==> src/sv/rtbs_pkg.sv <==
package rtbs_pkg;

    localparam int WORD_W   = 32;
    localparam int BUDGET_W = 22;

    localparam logic [BUDGET_W-1:0] BUDGET_RESET  = BUDGET_W'(33000);
    localparam logic [BUDGET_W-1:0] MIN_BUDGET_US = BUDGET_W'(20000);

    // overheads in microseconds
    localparam logic [WORD_W-1:0] START_OVH = WORD_W'(1910);
    localparam logic [WORD_W-1:0] END_OVH   = WORD_W'(960);
    localparam logic [WORD_W-1:0] MSRC_OVH  = WORD_W'(660);
    localparam logic [WORD_W-1:0] TCC_OVH   = WORD_W'(590);
    localparam logic [WORD_W-1:0] DSS_OVH   = WORD_W'(690);
    localparam logic [WORD_W-1:0] PRE_OVH   = WORD_W'(660);
    localparam logic [WORD_W-1:0] FINAL_OVH = WORD_W'(550);

    // 2304 * 1655: pclk period to macro period scale, in ps
    localparam logic [WORD_W-1:0] MP_SCALE = WORD_W'(2304 * 1655);
    localparam logic [WORD_W-1:0] NS_DIV   = WORD_W'(1000);
    localparam logic [WORD_W-1:0] NS_ROUND = WORD_W'(500);

    localparam int SEQ_MSRC  = 2;
    localparam int SEQ_DSS   = 3;
    localparam int SEQ_TCC   = 4;
    localparam int SEQ_PRE   = 6;
    localparam int SEQ_FINAL = 7;

    localparam logic [1:0] STATUS_OK         = 2'd0;
    localparam logic [1:0] STATUS_LOW_BUDGET = 2'd1;
    localparam logic [1:0] STATUS_NO_FINAL   = 2'd2;
    localparam logic [1:0] STATUS_EXHAUSTED  = 2'd3;

    localparam logic ALU_MUL = 1'b0;
    localparam logic ALU_DIV = 1'b1;

    typedef struct packed {
        logic [7:0] sequence_config;
        logic [6:0] pre_period_code;
        logic [6:0] final_period_code;
        logic [7:0] short_step_timeout_code;
        logic [7:0] pre_timeout_mantissa;
        logic [4:0] pre_timeout_exponent;
    } item_t;

    typedef struct packed {
        logic [15:0] final_timeout_code;
        logic [1:0]  status;
    } result_t;

    typedef struct packed {
        logic go;
        logic op;
    } alu_ctl_t;

endpackage

==> src/sv/rtbs_serial_alu.sv <==
module rtbs_serial_alu #(
    parameter int WIDTH = rtbs_pkg::WORD_W
) (
    input  logic                clk,
    input  logic                rst_n,
    input  rtbs_pkg::alu_ctl_t  ctl,
    input  logic [WIDTH-1:0]    a,
    input  logic [WIDTH-1:0]    b,
    output logic                done,
    output logic [WIDTH-1:0]    y
);

    localparam int CNT_W = $clog2(WIDTH);
    localparam logic [CNT_W-1:0] LAST = CNT_W'(WIDTH - 1);

    logic             active_reg, active_next;
    logic             done_reg, done_next;
    logic             op_reg, op_next;
    logic [CNT_W-1:0] cnt_reg, cnt_next;
    logic [WIDTH-1:0] a_reg, a_next;
    logic [WIDTH-1:0] b_reg, b_next;
    logic [WIDTH-1:0] acc_reg, acc_next;
    logic [WIDTH-1:0] rem_reg, rem_next;

    logic [WIDTH:0]   trial;
    logic [WIDTH:0]   diff;
    logic             fits;

    assign trial = {rem_reg, a_reg[WIDTH-1]};
    assign diff  = trial - {1'b0, b_reg};
    assign fits  = (trial >= {1'b0, b_reg});

    always_comb
    begin
        active_next = active_reg;
        done_next   = 1'b0;
        op_next     = op_reg;
        cnt_next    = cnt_reg;
        a_next      = a_reg;
        b_next      = b_reg;
        acc_next    = acc_reg;
        rem_next    = rem_reg;
        if (ctl.go)
        begin
            active_next = 1'b1;
            op_next     = ctl.op;
            cnt_next    = '0;
            a_next      = a;
            b_next      = b;
            acc_next    = '0;
            rem_next    = '0;
        end
        else if (active_reg)
        begin
            // one multiplier bit or one quotient bit per cycle
            a_next = a_reg << 1;
            if (op_reg == rtbs_pkg::ALU_MUL)
            begin
                b_next = b_reg >> 1;
                if (b_reg[0])
                begin
                    acc_next = acc_reg + a_reg;
                end
            end
            else
            begin
                if (fits)
                begin
                    rem_next = diff[WIDTH-1:0];
                    acc_next = {acc_reg[WIDTH-2:0], 1'b1};
                end
                else
                begin
                    rem_next = trial[WIDTH-1:0];
                    acc_next = {acc_reg[WIDTH-2:0], 1'b0};
                end
            end
            cnt_next = cnt_reg + 1'b1;
            if (cnt_reg == LAST)
            begin
                active_next = 1'b0;
                done_next   = 1'b1;
            end
        end
    end

    always_ff @(posedge clk or negedge rst_n)
    begin
        if (!rst_n)
        begin
            active_reg <= 1'b0;
            done_reg   <= 1'b0;
            cnt_reg    <= '0;
        end
        else
        begin
            active_reg <= active_next;
            done_reg   <= done_next;
            cnt_reg    <= cnt_next;
        end
    end

    always_ff @(posedge clk)
    begin
        op_reg  <= op_next;
        a_reg   <= a_next;
        b_reg   <= b_next;
        acc_reg <= acc_next;
        rem_reg <= rem_next;
    end

    assign done = done_reg;
    assign y    = acc_reg;

endmodule

==> src/sv/ranging_timing_budget_solver.sv <==
// channel  | handshake       | payload                 | notes
// ---------+-----------------+-------------------------+------------------------------
// command  | start / busy    | cmd (item_t)            | taken when start & !busy
// result   | done            | result (result_t)       | one word, valid for one cycle
// config   | cfg_we          | cfg_wdata (22 bit)      | timing budget, us; write idle
//
// Low budget or disabled final step: the result word follows in the next cycle.
// Otherwise eight operations on one shared bit-serial multiply/divide unit, a budget
// check and, unless the budget is exhausted, two more operations and a normalizing
// shift of up to 24 steps. On the ALU path busy is high until the result is out;
// rst_n clears control state and loads the budget. The result port has no back
// pressure; a new command may start in the done cycle.
module ranging_timing_budget_solver (
    input  logic                            clk,
    input  logic                            rst_n,
    input  logic                            start,
    output logic                            busy,
    input  rtbs_pkg::item_t                 cmd,
    output logic                            done,
    output rtbs_pkg::result_t               result,
    input  logic                            cfg_we,
    input  logic [rtbs_pkg::BUDGET_W-1:0]   cfg_wdata
);

    localparam int W = rtbs_pkg::WORD_W;

    localparam logic [3:0] ST_IDLE      = 4'd0;
    localparam logic [3:0] ST_PMP_MUL   = 4'd1;
    localparam logic [3:0] ST_PMP_DIV   = 4'd2;
    localparam logic [3:0] ST_FMP_MUL   = 4'd3;
    localparam logic [3:0] ST_FMP_DIV   = 4'd4;
    localparam logic [3:0] ST_SH_MUL    = 4'd5;
    localparam logic [3:0] ST_SH_DIV    = 4'd6;
    localparam logic [3:0] ST_PR_MUL    = 4'd7;
    localparam logic [3:0] ST_PR_DIV    = 4'd8;
    localparam logic [3:0] ST_ACC_TCC   = 4'd9;
    localparam logic [3:0] ST_ACC_SHORT = 4'd10;
    localparam logic [3:0] ST_ACC_PRE   = 4'd11;
    localparam logic [3:0] ST_CHECK     = 4'd12;
    localparam logic [3:0] ST_REST_MUL  = 4'd13;
    localparam logic [3:0] ST_REST_DIV  = 4'd14;
    localparam logic [3:0] ST_PACK      = 4'd15;

    logic [3:0]                     state_reg, state_next;
    logic [rtbs_pkg::BUDGET_W-1:0]  budget_reg, budget_next;
    logic                           done_reg, done_next;
    rtbs_pkg::result_t              result_reg, result_next;
    rtbs_pkg::alu_ctl_t             ctl_reg, ctl_next;
    logic [W-1:0]                   opa_reg, opa_next;
    logic [W-1:0]                   opb_reg, opb_next;

    logic [7:0]                     seq_reg, seq_next;
    logic [6:0]                     fin_code_reg, fin_code_next;
    logic [7:0]                     short_code_reg, short_code_next;
    logic [W-1:0]                   pre_clk_reg, pre_clk_next;
    logic [W-1:0]                   pre_mp_reg, pre_mp_next;
    logic [W-1:0]                   fin_mp_reg, fin_mp_next;
    logic [W-1:0]                   short_us_reg, short_us_next;
    logic [W-1:0]                   pre_us_reg, pre_us_next;
    logic [W-1:0]                   used_reg, used_next;
    logic [W-1:0]                   lo_reg, lo_next;
    logic [4:0]                     exp_reg, exp_next;

    logic                           alu_done;
    logic [W-1:0]                   alu_y;

    logic [8:0]                     fin_period;
    logic [W-1:0]                   clocks;
    logic [W-1:0]                   budget_w;

    assign fin_period = ({2'b00, fin_code_reg} + 9'd1) << 1;
    assign clocks     = alu_y + (seq_reg[rtbs_pkg::SEQ_PRE] ? pre_clk_reg : '0);
    assign budget_w   = W'(budget_reg);

    rtbs_serial_alu #(
        .WIDTH (W)
    ) u_alu (
        .clk   (clk),
        .rst_n (rst_n),
        .ctl   (ctl_reg),
        .a     (opa_reg),
        .b     (opb_reg),
        .done  (alu_done),
        .y     (alu_y)
    );

    always_comb
    begin
        state_next      = state_reg;
        budget_next     = budget_reg;
        done_next       = 1'b0;
        result_next     = result_reg;
        ctl_next        = '0;
        opa_next        = opa_reg;
        opb_next        = opb_reg;
        seq_next        = seq_reg;
        fin_code_next   = fin_code_reg;
        short_code_next = short_code_reg;
        pre_clk_next    = pre_clk_reg;
        pre_mp_next     = pre_mp_reg;
        fin_mp_next     = fin_mp_reg;
        short_us_next   = short_us_reg;
        pre_us_next     = pre_us_reg;
        used_next       = used_reg;
        lo_next         = lo_reg;
        exp_next        = exp_reg;

        if (cfg_we)
        begin
            budget_next = cfg_wdata;
        end

        unique case (state_reg)
            ST_IDLE:
            begin
                if (start)
                begin
                    seq_next        = cmd.sequence_config;
                    fin_code_next   = cmd.final_period_code;
                    short_code_next = cmd.short_step_timeout_code;
                    pre_clk_next    = (W'(cmd.pre_timeout_mantissa)
                                       << cmd.pre_timeout_exponent) + W'(1);
                    if (budget_reg < rtbs_pkg::MIN_BUDGET_US)
                    begin
                        done_next   = 1'b1;
                        result_next = '{final_timeout_code: '0,
                                        status: rtbs_pkg::STATUS_LOW_BUDGET};
                    end
                    else if (!cmd.sequence_config[rtbs_pkg::SEQ_FINAL])
                    begin
                        done_next   = 1'b1;
                        result_next = '{final_timeout_code: '0,
                                        status: rtbs_pkg::STATUS_NO_FINAL};
                    end
                    else
                    begin
                        ctl_next   = '{go: 1'b1, op: rtbs_pkg::ALU_MUL};
                        opa_next   = W'({2'b00, cmd.pre_period_code} + 9'd1) << 1;
                        opb_next   = rtbs_pkg::MP_SCALE;
                        state_next = ST_PMP_MUL;
                    end
                end
            end
            ST_PMP_MUL:
            begin
                if (alu_done)
                begin
                    ctl_next   = '{go: 1'b1, op: rtbs_pkg::ALU_DIV};
                    opa_next   = alu_y + rtbs_pkg::NS_ROUND;
                    opb_next   = rtbs_pkg::NS_DIV;
                    state_next = ST_PMP_DIV;
                end
            end
            ST_PMP_DIV:
            begin
                if (alu_done)
                begin
                    pre_mp_next = alu_y;
                    ctl_next    = '{go: 1'b1, op: rtbs_pkg::ALU_MUL};
                    opa_next    = W'(fin_period);
                    opb_next    = rtbs_pkg::MP_SCALE;
                    state_next  = ST_FMP_MUL;
                end
            end
            ST_FMP_MUL:
            begin
                if (alu_done)
                begin
                    ctl_next   = '{go: 1'b1, op: rtbs_pkg::ALU_DIV};
                    opa_next   = alu_y + rtbs_pkg::NS_ROUND;
                    opb_next   = rtbs_pkg::NS_DIV;
                    state_next = ST_FMP_DIV;
                end
            end
            ST_FMP_DIV:
            begin
                if (alu_done)
                begin
                    fin_mp_next = alu_y;
                    ctl_next    = '{go: 1'b1, op: rtbs_pkg::ALU_MUL};
                    opa_next    = W'({1'b0, short_code_reg} + 9'd1);
                    opb_next    = pre_mp_reg;
                    state_next  = ST_SH_MUL;
                end
            end
            ST_SH_MUL:
            begin
                if (alu_done)
                begin
                    ctl_next   = '{go: 1'b1, op: rtbs_pkg::ALU_DIV};
                    opa_next   = alu_y + rtbs_pkg::NS_ROUND;
                    opb_next   = rtbs_pkg::NS_DIV;
                    state_next = ST_SH_DIV;
                end
            end
            ST_SH_DIV:
            begin
                if (alu_done)
                begin
                    short_us_next = alu_y;
                    ctl_next      = '{go: 1'b1, op: rtbs_pkg::ALU_MUL};
                    opa_next      = pre_clk_reg;
                    opb_next      = pre_mp_reg;
                    state_next    = ST_PR_MUL;
                end
            end
            ST_PR_MUL:
            begin
                if (alu_done)
                begin
                    ctl_next   = '{go: 1'b1, op: rtbs_pkg::ALU_DIV};
                    opa_next   = alu_y + rtbs_pkg::NS_ROUND;
                    opb_next   = rtbs_pkg::NS_DIV;
                    state_next = ST_PR_DIV;
                end
            end
            ST_PR_DIV:
            begin
                if (alu_done)
                begin
                    pre_us_next = alu_y;
                    used_next   = rtbs_pkg::START_OVH + rtbs_pkg::END_OVH;
                    state_next  = ST_ACC_TCC;
                end
            end
            ST_ACC_TCC:
            begin
                if (seq_reg[rtbs_pkg::SEQ_TCC])
                begin
                    used_next = used_reg + short_us_reg + rtbs_pkg::TCC_OVH;
                end
                state_next = ST_ACC_SHORT;
            end
            ST_ACC_SHORT:
            begin
                // dss takes precedence over msrc
                if (seq_reg[rtbs_pkg::SEQ_DSS])
                begin
                    used_next = used_reg + (short_us_reg << 1) + (rtbs_pkg::DSS_OVH << 1);
                end
                else if (seq_reg[rtbs_pkg::SEQ_MSRC])
                begin
                    used_next = used_reg + short_us_reg + rtbs_pkg::MSRC_OVH;
                end
                state_next = ST_ACC_PRE;
            end
            ST_ACC_PRE:
            begin
                if (seq_reg[rtbs_pkg::SEQ_PRE])
                begin
                    used_next = used_reg + pre_us_reg
                                + (rtbs_pkg::PRE_OVH + rtbs_pkg::FINAL_OVH);
                end
                else
                begin
                    used_next = used_reg + rtbs_pkg::FINAL_OVH;
                end
                state_next = ST_CHECK;
            end
            ST_CHECK:
            begin
                if (used_reg > budget_w)
                begin
                    done_next   = 1'b1;
                    result_next = '{final_timeout_code: '0,
                                    status: rtbs_pkg::STATUS_EXHAUSTED};
                    state_next  = ST_IDLE;
                end
                else
                begin
                    ctl_next   = '{go: 1'b1, op: rtbs_pkg::ALU_MUL};
                    opa_next   = budget_w - used_reg;
                    opb_next   = rtbs_pkg::NS_DIV;
                    state_next = ST_REST_MUL;
                end
            end
            ST_REST_MUL:
            begin
                if (alu_done)
                begin
                    ctl_next   = '{go: 1'b1, op: rtbs_pkg::ALU_DIV};
                    opa_next   = alu_y + (fin_mp_reg >> 1);
                    opb_next   = fin_mp_reg;
                    state_next = ST_REST_DIV;
                end
            end
            ST_REST_DIV:
            begin
                if (alu_done)
                begin
                    if (clocks == '0)
                    begin
                        done_next   = 1'b1;
                        result_next = '{final_timeout_code: '0,
                                        status: rtbs_pkg::STATUS_OK};
                        state_next  = ST_IDLE;
                    end
                    else
                    begin
                        lo_next    = clocks - W'(1);
                        exp_next   = '0;
                        state_next = ST_PACK;
                    end
                end
            end
            ST_PACK:
            begin
                // shift right until the mantissa fits in a byte
                if (lo_reg[W-1:8] != '0)
                begin
                    lo_next  = lo_reg >> 1;
                    exp_next = exp_reg + 5'd1;
                end
                else
                begin
                    done_next   = 1'b1;
                    result_next = '{final_timeout_code: {3'b000, exp_reg, lo_reg[7:0]},
                                    status: rtbs_pkg::STATUS_OK};
                    state_next  = ST_IDLE;
                end
            end
            default:
            begin
                state_next = ST_IDLE;
            end
        endcase
    end

    always_ff @(posedge clk or negedge rst_n)
    begin
        if (!rst_n)
        begin
            state_reg  <= ST_IDLE;
            budget_reg <= rtbs_pkg::BUDGET_RESET;
            done_reg   <= 1'b0;
            ctl_reg    <= '0;
        end
        else
        begin
            state_reg  <= state_next;
            budget_reg <= budget_next;
            done_reg   <= done_next;
            ctl_reg    <= ctl_next;
        end
    end

    always_ff @(posedge clk)
    begin
        result_reg     <= result_next;
        opa_reg        <= opa_next;
        opb_reg        <= opb_next;
        seq_reg        <= seq_next;
        fin_code_reg   <= fin_code_next;
        short_code_reg <= short_code_next;
        pre_clk_reg    <= pre_clk_next;
        pre_mp_reg     <= pre_mp_next;
        fin_mp_reg     <= fin_mp_next;
        short_us_reg   <= short_us_next;
        pre_us_reg     <= pre_us_next;
        used_reg       <= used_next;
        lo_reg         <= lo_next;
        exp_reg        <= exp_next;
    end

    assign busy   = (state_reg != ST_IDLE);
    assign done   = done_reg;
    assign result = result_reg;

endmodule

==> config.mk <==
export PLATFORM = sky130hd
export DESIGN_NAME = ranging_timing_budget_solver
export DESIGN_NICKNAME = d
export VERILOG_FILES = /design/src/sv/rtbs_pkg.sv /design/src/sv/rtbs_serial_alu.sv /design/src/sv/ranging_timing_budget_solver.sv
export SDC_FILE = /design/constraint.sdc
export NUM_CORES = 2
export LEC_CHECK = 0
export BUFFER_PORTS_ARGS = -buffer_cell sky130_fd_sc_hd__buf_4
export CORE_ASPECT_RATIO = 1.5
export CORE_MARGIN = 2
export CORE_UTILIZATION = 44
export CTS_CLUSTER_DIAMETER = 150
export DETAILED_ROUTE_END_ITERATION = 8
export HOLD_SLACK_MARGIN = 0.08
export PLACE_DENSITY_LB_ADDON = 0.12
export SKIP_LAST_GASP = 1
export SYNTH_ARGS = -nofsm -noshare
export SYNTH_HDL_FRONTEND = slang
export SYNTH_HIERARCHICAL = 1
export SYNTH_SLANG_ARGS = --single-unit
==> constraint.sdc <==
create_clock -name clk -period 10.5 [get_ports clk]
set_clock_uncertainty 0.1 [all_clocks]
set_input_delay 0 -clock clk [delete_from_list [all_inputs] [get_ports clk]]
set_output_delay 0 -clock clk [all_outputs]
set_load 0.02 [all_outputs]
==> metrics <==
relative slew slack 0.164; overall routing resource usage 0.272; via count 31500; share of Yosys cell area claimed by the top area cell type 0.316; fraction of registers with async set/reset 0.0732; clock tree from TritonCTS built; max capacitance violation total 0; synthesized instance count 3979; DR DRC count 0; Bufs on Longest Clock Path 3; Final Cycle Share 0.562; number of endpoints with negative hold slack in the final report 0; growth of design area from synthesis to finish 13.5%; DIE AREA 0.0870 mm2; Finished Core Util 0.505; required time at the worst-slack endpoint 10.72 ns; worst-path fanout max 39; Critical Path Start Type register; RSZ-0062 raised after global routing no; maximum level of the CTS H-tree 2; Fmax 0.170 GHz; sequential-to-total area share from yosys stat 0.375; launch point of the worst hold path cmd[8]; number of synthesized flops with an enable pin 392; clock-pin slew on the worst setup and hold paths 0.07 ns; main flop type after synthesis edfxtp_1; synthesized-area fraction occupied by and/or/nand/nor cells 0.161; multiplexer fraction of the synthesized cell area 0.0294; Compound-Gate Fraction of Synth Area 0.212; post-synthesis share of cell area spent on full adders, half adders and majority gates 0.108; initial antenna violation count 2; leading cell types by total area after synthesis edfxtp_1 (32%), ha_1 (10%), xnor2_1 (4.8%); status finished, final reports clean; Initial Utilization 0.444; timing startpoint of the critical path seq_reg[6]$_DFFE_PP_; maximum ir drop on the vdd rail 137 uV; layout cells sized above 1 0.0873; Total Power Consumption 4.22 mW; syn_area_per_cell 9.36 um2; crit path time final 5.90 ns; actual slew at the worst max-slew pin 1.25 ns; Core Region 0.0838 mm2; iteration count of the initial detailed-routing pass 5; post-synthesis instance area 0.0372 mm2; final weighted congestion in routability-driven placement 0.964; main combinational cell family by area after synthesis compound AO/OA/AOI/OAI gates; Setup CP Type register to register; HPWL after DPL 90.7 mm; remaining antenna violation count 0; mean number of vias per cell 5.92; Pwr Density 99.8 mW/mm2; clock sink count 492; startpoint of the most critical register-to-register path seq_reg[6]$_DFFE_PP_; most frequent standard cell in the layout excluding fill and tap cells edfxtp_1; Synthesis Warnings 6; Worst setup EP type register; aggregate negative setup slack 0 ns; global-route wire length before repair 182 mm; y dimension of the die 360 um; Detailed Route Iter0 Violations 2005; # rows 130; number of buffers added by the clock tree synthesis step 51; Horiz. Die Dim 241 um; average wire per standard cell 22.4 um; nets 4548; Max Slew Vio Count 0; clock root cell clkbuf_16; Skew-Pair Late Insertion Delay 0.64 ns; pin count of the biggest net entering global routing 92; buffers inserted during post-CTS setup optimization 0; Ports 89; quantity of I/O buffers inserted on ports 82; post-placement worst setup slack 4.71 ns; cell accounting for the most synthesized area edfxtp_1; top library cells by usage in the layout, fill and taps aside edfxtp_1 (392), nand2_1 (365), o21ai_0 (310), ha_1 (310), a21oi_1 (295); parity-gate share of the synthesized area counting xor and xnor cells 0.0807; critical path data arrival time 6.12 ns; sum of overflow across all layers after global routing 0; count of final setup violators 0; type of the most critical hold path input pin to register; number of global-route vias before repair 31300; post-route setup slack 4.60 ns; Lkg Pwr 16.2 nW; Synth cell types 114; detailed-route wire length 119 mm; flip-flop and latch count after synthesis 492
[worst max-delay path, stage by stage, from the launching register on]
cell and delay [ns]:
edfxtp_1 0.33, buf_4 0.39, and2_1 0.20, ha_1 0.17, inv_1 0.06, fa_1 0.39
nor2b_1 0.23, o21bai_1 0.15, a21oi_1 0.39, o2111ai_2 0.29, o311ai_4 0.52, xnor2_1 0.26
nand4b_1 0.25, nor4b_2 0.38, nor2b_1 0.65, nand2_1 0.25, o211ai_1 0.24, buf_4 0.29
[cell families after synthesis]
kind of cell    count (synthesis)
buf+inv                       310
other cells                     1
flops                         492
simple gates                 1204
fa+ha+maj                     318
compound gates               1210
xor+xnor                      342
mux                           102
[power breakdown]
part / total [mW] / internal (mW) / leakage [nW] / switching (mW)
registers: 2.10 / 2.09 / 4.28 / 0.0156
clock network: 1.93 / 1.09 / 0.848 / 0.837
logic: 0.186 / 0.101 / 11.1 / 0.0847
[area by class of cell]
cell class,instances,area (um2)
Fill cell,7760,41500
Multi-Input combinational cell,3179,22100
Sequential cell,492,14000
Timing Repair Buffer,278,2450
Tap cell,1122,1400
Clock buffer,65,1390
Inverter,159,597
Clock inverter,29,333
Antenna cell,3,7.51
[metrics by stage]
step           cells  hold WS, ns  instance area [um2]
2_1_floorplan   3981       -0.396                37200
3_3_place_gp    5087      -0.0512                39100
3_5_place_dp    5087      -0.0516                39100
4_1_cts         5324        0.124                42300
5_1_grt         5327        0.190                42300
6_report        5327        0.156                42300
[layer usage]
metal  vias up  share of wire  global-route usage
met3       231          0.041              0.0254
met4         2          0.050               0.125
met5         -       0.000067                   0
met1     15200           0.39               0.314
met2       832           0.52               0.502
li1      15300              -                   -
[cell usage after synthesis, types with 13 or more instances]
master,number
mux2_2,59
a221o_1,13
or2_2,15
and3_1,55
mux2i_1,43
o21ai_0,313
xnor2_1,206
dfxtp_1,64
ha_1,310
a22o_1,24
nor4_1,29
nand4_1,48
a311oi_1,13
and2_1,73
o31ai_1,16
o21ai_1,14
nand2b_1,52
nor3_1,85
buf_1,14
o221ai_1,19
a211o_1,14
and4_1,13
clkbuf_1,111
or3_1,34
a21oi_1,296
inv_1,157
nand3_1,100
edfxtp_1,392
nand2_1,365
o211ai_1,51
a221oi_1,13
xor2_1,135
a21o_1,108
a31oi_1,44
a211oi_1,51
a22oi_1,22
nor2_1,242
o22ai_1,20
o21bai_1,21
buf_2,16
nor2b_1,34
dfrtp_1,31
o21a_1,34
[what timing repair did]
item,in CTS,in global routing
gates resized for setup,0,0
endpoints found under the hold margin,121,0
hold buffers,143,0
endpoints found under the setup margin,0,0
[path summary, 6_finish.rpt]
| kind | slack [ns] | end | cells past startpoint |
|---|---|---|---|
| hold reg to reg | 0.34 | u_alu/op_reg$_DFFE_PP_ | 0 |
| min in group asynchronous | 0.41 | budget_reg[15]$_DFFE_PN1P_ | 3 |
| setup reg to reg | 4.60 | result[9]$_DFFE_PP_ | 17 |
| setup / recovery | 4.60 | result[9]$_DFFE_PP_ | 17 |
| hold / removal | 0.16 | pre_clk_reg[16]$_DFFE_PP_ | 6 |
| max in group asynchronous | 9.61 | ctl_reg[1]$_DFF_PN0_ | 4 |
Power figures use the tool's default switching activity.
